--- config.mk ---
export PLATFORM = sky130hd
export DESIGN_NAME = speed_ramp_state_machine_unit
export DESIGN_NICKNAME = d
export VERILOG_FILES = /design/src/hw/rtl/srsm_pkg.sv /design/src/hw/rtl/speed_ramp_state_machine_unit.sv /design/src/hw/rtl/srsm_ucode_rom.sv /design/src/hw/rtl/srsm_datapath.sv
export SDC_FILE = /design/constraint.sdc
export NUM_CORES = 1
export LEC_CHECK = 0
export ABC_CLOCK_PERIOD_IN_PS = 10410
export BUFFER_PORTS_ARGS = -buffer_cell sky130_fd_sc_hd__buf_2
export CAP_MARGIN = 0
export CORE_MARGIN = 4
export CORE_UTILIZATION = 45
export DETAILED_ROUTE_END_ITERATION = 8
export PLACE_DENSITY = 0.66
export SLEW_MARGIN = 40
export SYNTH_ARGS = -nofsm -noshare
export SYNTH_HDL_FRONTEND = slang
export SYNTH_HIERARCHICAL = 1
export SYNTH_SLANG_ARGS = --single-unit
--- constraint.sdc ---
create_clock -name clk_i -period 10.41 [get_ports clk_i]
set_input_delay 0.5205 -clock clk_i [delete_from_list [all_inputs] [get_ports clk_i]]
set_output_delay 0.5205 -clock clk_i [all_outputs]
set_load 0.01 [all_outputs]
--- src/hw/rtl/srsm_pkg.sv ---
// ----------------------------------------------------------------------------
// srsm_pkg
// Shared types, constants and microcode encoding for the speed-ramp sequencer.
// ----------------------------------------------------------------------------
package srsm_pkg;

  localparam int SPEED_W = 16;
  localparam int STAGE_W = 8;
  // (stage + 1) * speed needs one bit more than stage * speed
  localparam int PROD_W  = SPEED_W + STAGE_W + 1;
  localparam int CNT_W   = $clog2(PROD_W);
  localparam int STEP_W  = 3;
  localparam int ROM_DEPTH = 1 << STEP_W;

  localparam logic [STAGE_W-1:0] DEFAULT_STAGES = STAGE_W'(50);
  localparam logic [STAGE_W-1:0] STAGE_MAX      = '1;

  // register indexes on the configuration port
  localparam logic [7:0] REG_ACCEL_STAGES = 8'd0;
  localparam logic [7:0] REG_DECEL_STAGES = 8'd1;

  // input operation codes
  localparam logic OP_UPDATE = 1'b0;
  localparam logic OP_TICK   = 1'b1;

  // ramp phase codes as seen on the result stream
  localparam logic [1:0] PH_STOP  = 2'd0;
  localparam logic [1:0] PH_ACCEL = 2'd1;
  localparam logic [1:0] PH_CONST = 2'd2;
  localparam logic [1:0] PH_DECEL = 2'd3;

  // microprogram step addresses
  localparam logic [STEP_W-1:0] STEP_WAIT = 3'd0;
  localparam logic [STEP_W-1:0] STEP_MUL  = 3'd1;
  localparam logic [STEP_W-1:0] STEP_DIV  = 3'd2;
  localparam logic [STEP_W-1:0] STEP_FIX  = 3'd3;
  localparam logic [STEP_W-1:0] STEP_EMIT = 3'd4;
  localparam logic [STEP_W-1:0] STEP_RET  = 3'd5;

  typedef enum logic [2:0] {
    UOP_NOP,
    UOP_WAIT,
    UOP_MUL,
    UOP_DIV,
    UOP_FIX,
    UOP_EMIT
  } uop_e;

  typedef enum logic [2:0] {
    COND_NOT_UPD,
    COND_NO_RAMP,
    COND_CNT_NZ,
    COND_OUT_BUSY,
    COND_ALWAYS
  } cond_e;

  typedef struct packed {
    uop_e              uop;
    cond_e             cond;
    logic [STEP_W-1:0] target;
  } ctrl_t;

  typedef struct packed {
    logic no_ramp;
    logic cnt_nz;
    logic out_busy;
  } status_t;

endpackage

--- src/hw/rtl/speed_ramp_state_machine_unit.sv ---
// ----------------------------------------------------------------------------
// speed_ramp_state_machine_unit
// Trapezoidal speed-ramp sequencer driven by a microcoded step counter.
// ----------------------------------------------------------------------------
// Tick transactions give no result.
// Updates that leave the ramp in stop or constant phase skip the divider,
// while ramp updates run the 25-step radix-2 divider and a fix-up step.
// The emit step waits while the output is stalled, and no new input is
// taken until the result has been loaded into the output register.
// Reset clears phase, stage count, held and previous speed; both stage
// registers return to 50.
module speed_ramp_state_machine_unit
  import srsm_pkg::*;
(
  input  logic        clk_i,
  input  logic        rst_ni,
  // tdata: [15:0] commanded_speed, [31:16] measured_speed
  input  logic [31:0] s_axis_tdata,
  // tuser: [0] operation
  input  logic        s_axis_tuser,
  input  logic        s_axis_tvalid,
  output logic        s_axis_tready,
  // tdata: [1:0] ramp_phase, [17:2] setpoint_speed, [18] stall_res, [23:19] zero
  output logic [23:0] m_axis_tdata,
  output logic        m_axis_tvalid,
  input  logic        m_axis_tready,
  input  logic        cfg_valid_i,
  output logic        cfg_ready_o,
  input  logic [7:0]  cfg_addr_i,
  input  logic [7:0]  cfg_data_i
);

  logic [STEP_W-1:0]  step_q, step_d;
  ctrl_t              ctrl;
  status_t            status;
  logic               in_fire;
  logic               cond_hit;
  logic [STAGE_W-1:0] accel_q, decel_q;
  logic [1:0]         out_phase;
  logic [SPEED_W-1:0] out_sp;
  logic               out_stall;

  assign cfg_ready_o = 1'b1;

  always_ff @(posedge clk_i or negedge rst_ni) begin
    if (!rst_ni) begin
      accel_q <= DEFAULT_STAGES;
      decel_q <= DEFAULT_STAGES;
    end else if (cfg_valid_i) begin
      case (cfg_addr_i)
        REG_ACCEL_STAGES: accel_q <= cfg_data_i;
        REG_DECEL_STAGES: decel_q <= cfg_data_i;
        default: begin
        end
      endcase
    end
  end

  assign s_axis_tready = (ctrl.uop == UOP_WAIT);
  assign in_fire       = s_axis_tvalid && s_axis_tready;

  srsm_ucode_rom u_rom (
    .step_i (step_q),
    .ctrl_o (ctrl)
  );

  always_comb begin
    case (ctrl.cond)
      COND_NOT_UPD:  cond_hit = !(in_fire && (s_axis_tuser == OP_UPDATE));
      COND_NO_RAMP:  cond_hit = status.no_ramp;
      COND_CNT_NZ:   cond_hit = status.cnt_nz;
      COND_OUT_BUSY: cond_hit = status.out_busy;
      COND_ALWAYS:   cond_hit = 1'b1;
      default:       cond_hit = 1'b1;
    endcase
    // the fix-up step always falls through to emit
    if (ctrl.uop == UOP_FIX) begin
      cond_hit = 1'b1;
    end
    step_d = cond_hit ? ctrl.target : (step_q + STEP_W'(1));
  end

  always_ff @(posedge clk_i or negedge rst_ni) begin
    if (!rst_ni) begin
      step_q <= STEP_WAIT;
    end else begin
      step_q <= step_d;
    end
  end

  srsm_datapath u_dp (
    .clk_i          (clk_i),
    .rst_ni         (rst_ni),
    .ctrl_i         (ctrl),
    .in_fire_i      (in_fire),
    .in_op_i        (s_axis_tuser),
    .in_cmd_i       (s_axis_tdata[15:0]),
    .in_meas_i      (s_axis_tdata[31:16]),
    .accel_stages_i (accel_q),
    .decel_stages_i (decel_q),
    .status_o       (status),
    .out_valid_o    (m_axis_tvalid),
    .out_ready_i    (m_axis_tready),
    .out_phase_o    (out_phase),
    .out_setpoint_o (out_sp),
    .out_stall_o    (out_stall)
  );

  assign m_axis_tdata = {5'b0, out_stall, out_sp, out_phase};

endmodule

--- src/hw/rtl/srsm_ucode_rom.sv ---
// ----------------------------------------------------------------------------
// srsm_ucode_rom
// Read-only microprogram: one control word per sequencer step.
// ----------------------------------------------------------------------------
module srsm_ucode_rom
  import srsm_pkg::*;
(
  input  logic [STEP_W-1:0] step_i,
  output ctrl_t             ctrl_o
);

  // a jump is taken when its condition holds, otherwise the step advances
  always_comb begin
    case (step_i)
      STEP_WAIT: ctrl_o = '{uop: UOP_WAIT, cond: COND_NOT_UPD,  target: STEP_WAIT};
      STEP_MUL:  ctrl_o = '{uop: UOP_MUL,  cond: COND_NO_RAMP,  target: STEP_EMIT};
      STEP_DIV:  ctrl_o = '{uop: UOP_DIV,  cond: COND_CNT_NZ,   target: STEP_DIV};
      STEP_FIX:  ctrl_o = '{uop: UOP_FIX,  cond: COND_NOT_UPD,  target: STEP_EMIT};
      STEP_EMIT: ctrl_o = '{uop: UOP_EMIT, cond: COND_OUT_BUSY, target: STEP_EMIT};
      STEP_RET:  ctrl_o = '{uop: UOP_NOP,  cond: COND_ALWAYS,   target: STEP_WAIT};
      default:   ctrl_o = '{uop: UOP_NOP,  cond: COND_ALWAYS,   target: STEP_WAIT};
    endcase
  end

endmodule

--- src/hw/rtl/srsm_datapath.sv ---
// ----------------------------------------------------------------------------
// srsm_datapath
// Ramp state, multiplier, radix-2 divider and result register.
// ----------------------------------------------------------------------------
module srsm_datapath
  import srsm_pkg::*;
(
  input  logic                clk_i,
  input  logic                rst_ni,
  input  ctrl_t               ctrl_i,
  input  logic                in_fire_i,
  input  logic                in_op_i,
  input  logic [SPEED_W-1:0]  in_cmd_i,
  input  logic [SPEED_W-1:0]  in_meas_i,
  input  logic [STAGE_W-1:0]  accel_stages_i,
  input  logic [STAGE_W-1:0]  decel_stages_i,
  output status_t             status_o,
  output logic                out_valid_o,
  input  logic                out_ready_i,
  output logic [1:0]          out_phase_o,
  output logic [SPEED_W-1:0]  out_setpoint_o,
  output logic                out_stall_o
);

  logic [1:0]         phase_q, phase_d;
  logic [STAGE_W-1:0] stage_q, stage_d;
  logic [SPEED_W-1:0] prev_q, prev_d;
  logic [SPEED_W-1:0] held_q, held_d;

  logic [SPEED_W-1:0] cmd_q;
  logic [SPEED_W-1:0] sp_q;
  logic               stall_q;
  logic [PROD_W-1:0]  quo_q;
  logic [STAGE_W-1:0] rem_q;
  logic [STAGE_W-1:0] div_q;
  logic [CNT_W-1:0]   cnt_q;

  logic               ovalid_q;
  logic [1:0]         ophase_q;
  logic [SPEED_W-1:0] osp_q;
  logic               ostall_q;

  logic [STAGE_W-1:0] accel_n, decel_n;
  logic               upd_fire, tick_fire;
  logic               out_busy;

  logic [STAGE_W:0]   mul_a;
  logic [SPEED_W-1:0] mul_b;
  logic [STAGE_W:0]   trial;
  logic               q_bit;
  logic [PROD_W-1:0]  cmd_ext, held_ext;

  // a stage count of zero counts as one
  assign accel_n = (accel_stages_i == '0) ? STAGE_W'(1) : accel_stages_i;
  assign decel_n = (decel_stages_i == '0) ? STAGE_W'(1) : decel_stages_i;

  assign upd_fire  = in_fire_i && (in_op_i == OP_UPDATE) && (ctrl_i.uop == UOP_WAIT);
  assign tick_fire = in_fire_i && (in_op_i == OP_TICK)   && (ctrl_i.uop == UOP_WAIT);
  assign out_busy  = ovalid_q && !out_ready_i;

  // phase transition on an update, stage advance on a tick
  always_comb begin
    phase_d = phase_q;
    stage_d = stage_q;
    prev_d  = prev_q;
    held_d  = held_q;
    if (tick_fire) begin
      if ((phase_q == PH_ACCEL || phase_q == PH_DECEL) && stage_q != STAGE_MAX) begin
        stage_d = stage_q + STAGE_W'(1);
      end
    end else if (upd_fire) begin
      case (phase_q)
        PH_STOP: begin
          if (in_cmd_i == '0) begin
            stage_d = '0;
          end else begin
            phase_d = PH_ACCEL;
          end
        end
        PH_ACCEL: begin
          if (stage_q >= accel_n) begin
            if (in_meas_i == '0) begin
              phase_d = PH_STOP;
            end else begin
              phase_d = PH_CONST;
              stage_d = '0;
            end
          end
        end
        PH_CONST: begin
          // a drop to zero is also a drop below the previous command
          if (in_cmd_i < prev_q) begin
            phase_d = PH_DECEL;
          end
        end
        default: begin
          if (stage_q >= decel_n) begin
            phase_d = PH_STOP;
            stage_d = '0;
          end
        end
      endcase
      if (phase_d == PH_CONST) begin
        held_d = in_cmd_i;
      end
      prev_d = in_cmd_i;
    end
  end

  always_ff @(posedge clk_i or negedge rst_ni) begin
    if (!rst_ni) begin
      phase_q <= PH_STOP;
      stage_q <= '0;
      prev_q  <= '0;
      held_q  <= '0;
    end else begin
      phase_q <= phase_d;
      stage_q <= stage_d;
      prev_q  <= prev_d;
      held_q  <= held_d;
    end
  end

  // operand selection for the ramp product
  assign mul_a = (phase_q == PH_ACCEL) ? {1'b0, stage_q}
                                       : ({1'b0, stage_q} + (STAGE_W+1)'(1));
  assign mul_b = (phase_q == PH_ACCEL) ? cmd_q : held_q;

  // one restoring divide step
  assign trial = {rem_q, quo_q[PROD_W-1]};
  assign q_bit = (trial >= {1'b0, div_q});

  assign cmd_ext  = PROD_W'(cmd_q);
  assign held_ext = PROD_W'(held_q);

  always_ff @(posedge clk_i) begin
    case (ctrl_i.uop)
      UOP_WAIT: begin
        if (upd_fire) begin
          cmd_q   <= in_cmd_i;
          sp_q    <= (phase_d == PH_CONST) ? in_cmd_i : '0;
          stall_q <= (phase_d == PH_CONST) && (in_meas_i == '0);
        end
      end
      UOP_MUL: begin
        quo_q <= PROD_W'(mul_a) * PROD_W'(mul_b);
        rem_q <= '0;
        div_q <= (phase_q == PH_ACCEL) ? accel_n : decel_n;
        cnt_q <= CNT_W'(PROD_W - 1);
      end
      UOP_DIV: begin
        rem_q <= q_bit ? STAGE_W'(trial - {1'b0, div_q}) : trial[STAGE_W-1:0];
        quo_q <= {quo_q[PROD_W-2:0], q_bit};
        cnt_q <= cnt_q - CNT_W'(1);
      end
      UOP_FIX: begin
        if (phase_q == PH_ACCEL) begin
          sp_q <= (quo_q <= cmd_ext) ? quo_q[SPEED_W-1:0] : cmd_q;
        end else begin
          sp_q <= (quo_q >= held_ext) ? '0 : SPEED_W'(held_ext - quo_q);
        end
      end
      default: begin
      end
    endcase
  end

  // result register, loaded once the previous result is gone or being taken
  always_ff @(posedge clk_i or negedge rst_ni) begin
    if (!rst_ni) begin
      ovalid_q <= 1'b0;
    end else if (ctrl_i.uop == UOP_EMIT && !out_busy) begin
      ovalid_q <= 1'b1;
    end else if (out_ready_i) begin
      ovalid_q <= 1'b0;
    end
  end

  always_ff @(posedge clk_i) begin
    if (ctrl_i.uop == UOP_EMIT && !out_busy) begin
      ophase_q <= phase_q;
      osp_q    <= sp_q;
      ostall_q <= stall_q;
    end
  end

  assign status_o.no_ramp  = (phase_q == PH_STOP) || (phase_q == PH_CONST);
  assign status_o.cnt_nz   = (cnt_q != '0);
  assign status_o.out_busy = out_busy;

  assign out_valid_o    = ovalid_q;
  assign out_phase_o    = ophase_q;
  assign out_setpoint_o = osp_q;
  assign out_stall_o    = ostall_q;

endmodule

==> results of run 1 <==
-- cells by family after synthesis --
family | Yosys count
xor gates and xnor gates | 39
muxes | 46
adders and majority gates | 235
other | 3
buffers and inverters | 310
and+or+nand+nor | 482
DFF | 160
AOI/OAI and AO/OA | 319
-- registers in the layout, summed over array words and instances, names as in the netlist --
name                 count
u_dp/quo_q              25
u_dp/cmd_q              16
u_dp/held_q             16
u_dp/out_setpoint_o     16
u_dp/prev_q             16
u_dp/sp_q               16
accel_q                  8
decel_q                  8
u_dp/div_q               8
u_dp/rem_q               8
u_dp/stage_q             8
u_dp/cnt_q               5
step_q                   3
u_dp/out_phase_o         2
u_dp/phase_q             2
u_dp/out_stall_o         1
u_dp/out_valid_o         1
u_dp/stall_q             1
-- metal layers --
| layer | vias to the layer above | global-route usage, % | part of all wire, % |
|---|---|---|---|
| met1 | 5564 | 28.34 | 44 |
| met3 | 52 | 3.503 | 4.7 |
| met2 | 303 | 35.22 | 48 |
| li1 | 5506 | - | - |
| met5 | - | 0 | 0 |
| met4 | 0 | 6.110 | 2.5 |
-- placed cells by master, fill, tap and decap left out, types with 12 or more instances in the layout --
cell type,netlist,routed
a21o_1,30,30
xor2_1,17,17
nor2b_1,13,12
mux2_1,16,16
nor4_1,12,12
nand2b_1,17,17
nor3_1,35,35
inv_1,249,249
o21a_1,23,23
ha_1,134,134
nand4_1,12,12
nand2_1,144,144
xnor2_1,22,21
nand3_1,23,23
fa_1,101,101
o21ai_0,93,93
mux2i_1,22,22
o31ai_1,12,12
a211oi_1,15,15
nor2_1,157,155
buf_2,5,74
edfxtp_1,98,98
buf_4,12,18
dfrtp_1,56,56
clkbuf_16,0,18
a21oi_1,67,67
-- cell type report --
class                      instances  area [um2]  share of cell area (%)
timing repair buffer              93       516.7                   3.202
inverter                         250       939.7                   5.822
clock inverter                    13       140.1                  0.8683
tap                              435       544.3                   3.372
sequential                       160        4502                   27.89
clock buffer                      19       454.2                   2.814
multi-input combinational       1128        9042                   56.03
-- worst max-delay path, stage by stage (launching register included) --
cell and delay (ps):
dfrtp_1 450, ha_1 260, and3_1 200, nand3_1 190, nor2_1 420, nand3_1 540
or2_2 500, fa_1 510, fa_1 540, inv_1 50, fa_1 530, inv_1 50
fa_1 530, inv_1 40, ha_1 360, o21a_1 140, o31a_1 130, a21boi_1 310
a21boi_0 180, o21a_1 220, or4_1 460, nand3_1 90
-- path summary, 6_finish.rpt --
kind	start	endpoint	slack, ps	cells past startpoint
max in group asynchronous	rst_ni	u_dp/held_q[1]$_DFFE_PN0P_	9770	2
max	u_dp/stage_q[1]$_DFFE_PN0P_	u_dp/quo_q[20]$_DFFE_PP_	3570	21
min	rst_ni	decel_q[2]$_DFFE_PN0P_	160	2
max reg2reg	u_dp/stage_q[1]$_DFFE_PN0P_	u_dp/quo_q[20]$_DFFE_PP_	3570	21
min in group clk_i	cfg_data_i[2]	decel_q[2]$_DFFE_PN0P_	310	2
min reg2reg	u_dp/sp_q[4]$_DFFE_PP_	u_dp/out_setpoint_o[4]$_DFFE_PP_	420	0
-- cells in the mapped netlist (6+ instances only) --
master	n	area [um2]
mux2_1	16	180.2
o211ai_1	10	75.07
mux2i_1	22	220.2
nand2b_1	17	106.4
fa_1	101	2022
or3_1	7	43.79
ha_1	134	1677
o21a_1	23	172.7
nand4_1	12	75.07
o221ai_2	8	120.1
xnor2_1	22	192.7
a21oi_1	67	335.3
nor4_1	12	75.07
o21ai_0	93	465.5
and2_1	8	50.05
a31oi_1	9	56.30
nand3_1	23	115.1
edfxtp_1	98	2943
nor3_1	35	175.2
dfstp_2	6	157.7
a211oi_1	15	112.6
nand2_1	144	540.5
a21o_1	30	225.2
and3_1	11	68.82
buf_4	12	90.09
nor2b_1	13	81.33
o31ai_1	12	90.09
clkbuf_1	35	131.4
nor2_1	157	589.3
dfrtp_1	56	1401
xor2_1	17	148.9
nand3b_1	9	67.56
or2_2	7	43.79
inv_1	249	934.7
o21ai_1	6	30.03
-- through the flow --
stage                     setup slack (ps)  instances  hold WS [ps]
after floorplan                       4402       1598         224.9
after global placement                3666       2065         402.5
after detailed placement              3655       2066         404.5
after CTS                             3664       2098         175.7
after global routing                  3236       2098         214.1
final                                 3574       2098         163.2
==> metrics.md, run 1 <==
| Metric | Value |
|---|---|
| Post-synthesis adder-cell area fraction | 25.13% |
| Top FF cell, synth | edfxtp_1 |
| Synth Area in XOR/XNOR | about 2.3% |
| Port bufs | 74 |
| Fill count | about 3000 |
| Simple-gate area share of the yosys netlist | ~16% |
| Initial antenna violation count | 0 |
| Post-DP Area | 15540 um2 |
| Number of max-cap violations | 0 |
| Crit path launch type | register |
| DRC | 0 |
| Library cells used by synthesis | 87 |
| Hold-fix buffers, CTS | 0 |
| Syn. warnings | 6 |
| CP Capture Type | register |
| Multiplexer share of the synthesized area | around 3.4% |
| DRT iter0 DRCs | roughly 900 |
| Post-DP HPWL | approximately 29000 um |
| Nets@finish | 1939 |
| Status | finished, final reports clean |
| Die ar. | 35670 um2 |
| Tcrit/Tclk final | about two thirds |
| Post-CTS setup buffers | 0 |
| Post-CTS Resized | 0 |
| Drt via density | between 5 and 6 |
| Total track usage | between 20% and 30% |
| CTS tree | built |
| Die Y | 188.9 um |
| 1st-pass router iterations | 5 |
| CTS max path bufs | 2 |
| Final min period | roughly 7000 ps |
| Hold crit path type | primary input to asynchronous set/reset pin |
| Netlist Area Pre-Place | between 10000 and 15000 um2 |
| Compound-Gate Fraction of Synth Area | between 10 and 15% |
| Slew HR | between 40 and 50% |
| WL final | 36390 um |
| Drt wl/cell | ~17 um |
| Initial Utilization | a little under half |
| Post-synthesis sequential area ratio | 30.58% |
| Clk_skew | 10.07 ps |
| Clk slew on worst S/H paths | about 70 ps |
| Antenna cells | 0 |
| Area growth from synthesis to final layout | 9.639% |
| Routed Antenna Nets | 0 |
| EDFF count, synth | a little under 100 |
| Mean Syn Cell Area | between 9 and 10 um2 |
| Worst Path Arrival | roughly 7200 ps |
| Vias in the first global route | 11410 |
| Crit path required time | between 10000 and 15000 ps |
| Fin area | between 15000 and 20000 um2 |
| Syn Inst Count | roughly 1600 |
| #FFs+latches synth | 160 |
| First-pass GRT wire length | around 60000 um |
| Worst-path fanout max | 14 |
| RSZ-0062 raised after global routing | no |
| Layout cells sized above 1 | 10.88% |
| Via count | about 11000 |
| CTS buffer count | 17 |
| H-tree levels | 4 |
| Util after Layout | 50.62% |
| Final Wtd Congestion | between 0.9 and 1 |
| # clock sinks | 160 |
| Chip Width | 188.9 um |
| Final setup fails | 0 |
| Worst slew pin tran | around 750 ps |
| Kind of critical path | register to register |
| Setup TNS | 0 ps |
| IO Pins | 81 |
| Core Region | 31880 um2 |
| GR Overflow Total | 0 |
| Post-synthesis async set-or-reset flop share | between 30% and 40% |
| Achievable Freq | 146.3 MHz |
| Largest net degree at the start of global routing | 70 |
| Max-slew violation count | 0 |
| Final hold vios | 0 |
| Root buf cell | clkbuf_16 |
| Placement Rows | 65 |
| Clk_lat worst skew | between 400 and 500 ps |
| Largest family of logic cells by synthesized area | adder cells |
Power of run 1 is left out: the tool's default activity adds up to more than one toggle a clock period on the data nets, which glitch-free logic cannot reach.
==> inputs of run 2 (changes only) <==
ABC_CLOCK_PERIOD_IN_PS = 6100   (was 10410)
PLACE_DENSITY = 0.68   (was 0.66)
clock period = 6.1 ns   (was 10.41 ns; I/O delays follow)
==> run 2 against run 1 <==
Net effect:
- count of clock-buffer cells in the layout fell by 2
- cell area rose by 2.9%
- global-route usage rose by 0.44 points
- register-to-register slack got worse by 3300 ps
- fmax rose by 17%
- die area did not move
- critical path depth rose by 2
- worst setup slack got worse by 3300 ps
- wire length rose by 4.7%
- hold slack got worse by 66 ps
- sequential cell count did not move
- largest cell class unchanged
==> metrics.md, run 2 (synthesis results as in run 1) <==
| Metric | Value |
|---|---|
| Hold crit path type | primary input to register (was primary input to asynchronous set/reset pin) |
| GR Util met3 | 4.499% (was 3.503%) |
| CTS max path bufs | 2 (unchanged) |
| Port bufs | 74 (unchanged) |
| First-pass GRT wire length | 61670 um (was 60250 um) |
| Number of max-cap violations | 0 (unchanged) |
| Cell-by-cell trace of the critical path | ha_1 -> buf_4 -> and3_1 -> nand3_2 -> nor2_4 -> buf_6 -> xnor2_2 -> buf_6 -> nor2_2 -> fa_1 -> fa_1 -> fa_1 -> inv_1 -> fa_1 -> inv_1 -> ha_2 -> and4_2 -> and3_1 -> a21boi_2 -> a21boi_0 -> o21a_1 -> or4_1 -> nand3_1 (was ha_1 -> and3_1 -> nand3_1 -> nor2_1 -> nand3_1 -> or2_2 -> fa_1 -> fa_1 -> inv_1 -> fa_1 -> inv_1 -> fa_1 -> inv_1 -> ha_1 -> o21a_1 -> o31a_1 -> a21boi_1 -> a21boi_0 -> o21a_1 -> or4_1 -> nand3_1) |
| Chip Width | 188.9 um (unchanged) |
| Final min period | 5847 ps (was 6836 ps) |
| Post-DP HPWL | 29210 um (was 28510 um) |
| Final hold vios | 0 (unchanged) |
| Total track usage | 21.47% (was 21.03%) |
| Levels on crit path | 23 (was 21) |
| Worst hold margin | 96.77 ps (was 163.2 ps) |
| Kind of critical path | register to register (unchanged) |
| Final Wtd Congestion | 0.9116 (was 0.9068) |
| Worst-path fanout max | 6 (was 14) |
| Critical path's slowest cell | fa_1 (was nand3_1) |
| GR Overflow Total | 0 (unchanged) |
| Worst Path Arrival | 6170 ps (was 7150 ps) |
| Top Family by Delay on Critical Path | adder cells (unchanged) |
| Slew HR | 51.36% (was 48.80%) |
| Most flops, register | u_dp/quo_q (unchanged) |
| Crit-path max cell delay | 540 ps (about the same) |
| Crit path launch type | register (unchanged) |
| Die Y | 188.9 um (unchanged) |
| GRT met2 Usage | 36.51% (was 35.22%) |
| 1st-pass router iterations | 5 (unchanged) |
| Most frequent cells in the layout | inv_1 (249), nor2_1 (150), nand2_1 (144), ha_1 (129), fa_1 (101) (was inv_1 (249), nor2_1 (155), nand2_1 (144), ha_1 (134), fa_1 (101)) |
| H-tree levels | 4 (unchanged) |
| Max reg flops | 25 (unchanged) |
| Placement Rows | 65 (unchanged) |
| DRT iter0 DRCs | 922 (was 896) |
| R2R depth | 23 (was 21) |
| Initial Utilization | 46.17% (unchanged) |
| CP Capture Type | register (unchanged) |
| Antenna cells | 0 (unchanged) |
| IO Pins | 81 (unchanged) |
| Clk slew on worst S/H paths | 80 ps (was 70 ps) |
| Gr busiest metal | met2 (unchanged) |
| Max-slew violation count | 0 (unchanged) |
| Core Region | 31880 um2 (unchanged) |
| CTS buffer count | 17 (unchanged) |
| Tcrit/Tclk final | 95.85% (was 65.66%) |
| Routed Antenna Nets | 0 (unchanged) |
| Worst slew pin tran | 711.2 ps (was 748.6 ps) |
| Layout cells sized above 1 | 14.21% (was 10.88%) |
| Root buf cell | clkbuf_16 (unchanged) |
| # clock sinks | 160 (unchanged) |
| GR met1 Demand/Resource | 27.70% (was 28.34%) |
| Vias in the first global route | 11950 (was 11410) |
| Via count | 11810 (was 11430) |
| Achievable Freq | 171.0 MHz (was 146.3 MHz) |
| Largest net degree at the start of global routing | 63 (was 70) |
| DRC | 0 (unchanged) |
| Hold Path Cell Cnt | 2 |
| Final setup fails | 0 (unchanged) |
| Die ar. | 35670 um2 (unchanged) |
| Area growth from synthesis to final layout | 12.79% (was 9.639%) |
| Status | finished, final reports clean (unchanged) |
| Drt wl/cell | 17.82 um (was 17.35 um) |
| Crit path required time | 6420 ps (was 10730 ps) |
| Nets@finish | 1979 (was 1939) |
| Initial antenna violation count | 0 (unchanged) |
| Drt via density | 5.524 (was 5.446) |
| Clk_skew | 18.43 ps (was 10.07 ps) |
| WL final | 38110 um (was 36390 um) |
| Clk_lat worst skew | 450 ps (about the same) |
| Buf/Inv on CP | 5 (was 3) |
| CTS tree | built (unchanged) |
| Most common cell after layout, fill and taps aside | inv_1 (unchanged) |
| Most common cell type on the critical path | fa_1 (unchanged) |
-- run 2: cell types whose count changed in the layout (fill, tap and decap cells not counted), moves of 3 or more --
cell    change
inv_8       -3
ha_4        +4
buf_4      +33
nor2_2      +4
nor2_1      -5
ha_1        -5
buf_6       +6
-- run 2: path summary, 6_finish.rpt --
path                                        startpoint                                to  slack [ps]
max in group asynchronous                       rst_ni        u_dp/held_q[3]$_DFFE_PN0P_        5140
hold reg to reg                 u_dp/sp_q[5]$_DFFE_PP_  u_dp/out_setpoint_o[5]$_DFFE_PP_         420
hold / removal                           cfg_data_i[3]            accel_q[3]$_DFFE_PN0P_         100
setup / recovery           u_dp/stage_q[0]$_DFFE_PN0P_          u_dp/quo_q[20]$_DFFE_PP_         250
setup reg to reg           u_dp/stage_q[0]$_DFFE_PN0P_          u_dp/quo_q[20]$_DFFE_PP_         250
min in group asynchronous                       rst_ni            decel_q[2]$_DFFE_PN0P_         490
-- run 2: timing repair --
action	4_1_cts	5_1_grt
pin swaps	0	5
endpoints found under the hold margin	42	0
cloned	0	1
endpoints found under the setup margin	4	14
resized for setup	2	29
hold buffers	1	0
buffers inserted	0	3
-- run 2: area by class of cell --
| class | count | area, um2 |
|---|---|---|
| Clock buffer | 17 | 425.4 |
| Clock inverter | 15 | 156.4 |
| Fill cell | 2965 | 15280 |
| Inverter | 250 | 938.4 |
| Multi-Input combinational cell | 1128 | 9195 |
| Sequential cell | 160 | 4502 |
| Tap cell | 435 | 544.3 |
| Timing Repair Buffer | 133 | 842.1 |
-- run 2: per-layer routing --
| layer | share of wire [%] | wire length (um) | vias up |
|---|---|---|---|
| li1 | - | - | 5582 |
| met4 | 2.6 | 988 | 0 |
| met5 | 0 | 0 | - |
| met2 | 49 | 18540 | 387 |
| met3 | 6.8 | 2608 | 64 |
| met1 | 42 | 15970 | 5778 |
-- run 2: worst register-to-register path, delay by kind of cell (launching register included) --
kind	cells	cell delay (ps)
and+or+nand+nor	8	1380
buffers and inverters	5	570
adders and majority gates	6	2600
DFF	1	400
xor gates and xnor gates	1	240
AOI/OAI and AO/OA	3	540
-- run 2: stage by stage --
stage | instance area [um2] | setup slack [ps] | std cells | util (%) | TNS [ps]
after global routing | 16600 | -41.24 | 2138 | 52.08 | -67.54
after CTS | 16420 | 15.67 | 2134 | 51.50 | 0
after global placement | 15770 | -117.9 | 2100 | 49.47 | -141.1
after floorplan | 14740 | 92.29 | 1598 | - | 0
final | 16600 | 253.4 | 2138 | 52.08 | 0
after detailed placement | 15820 | -181.5 | 2101 | 49.62 | -263.3
Power of run 2 is left out for the same reason.
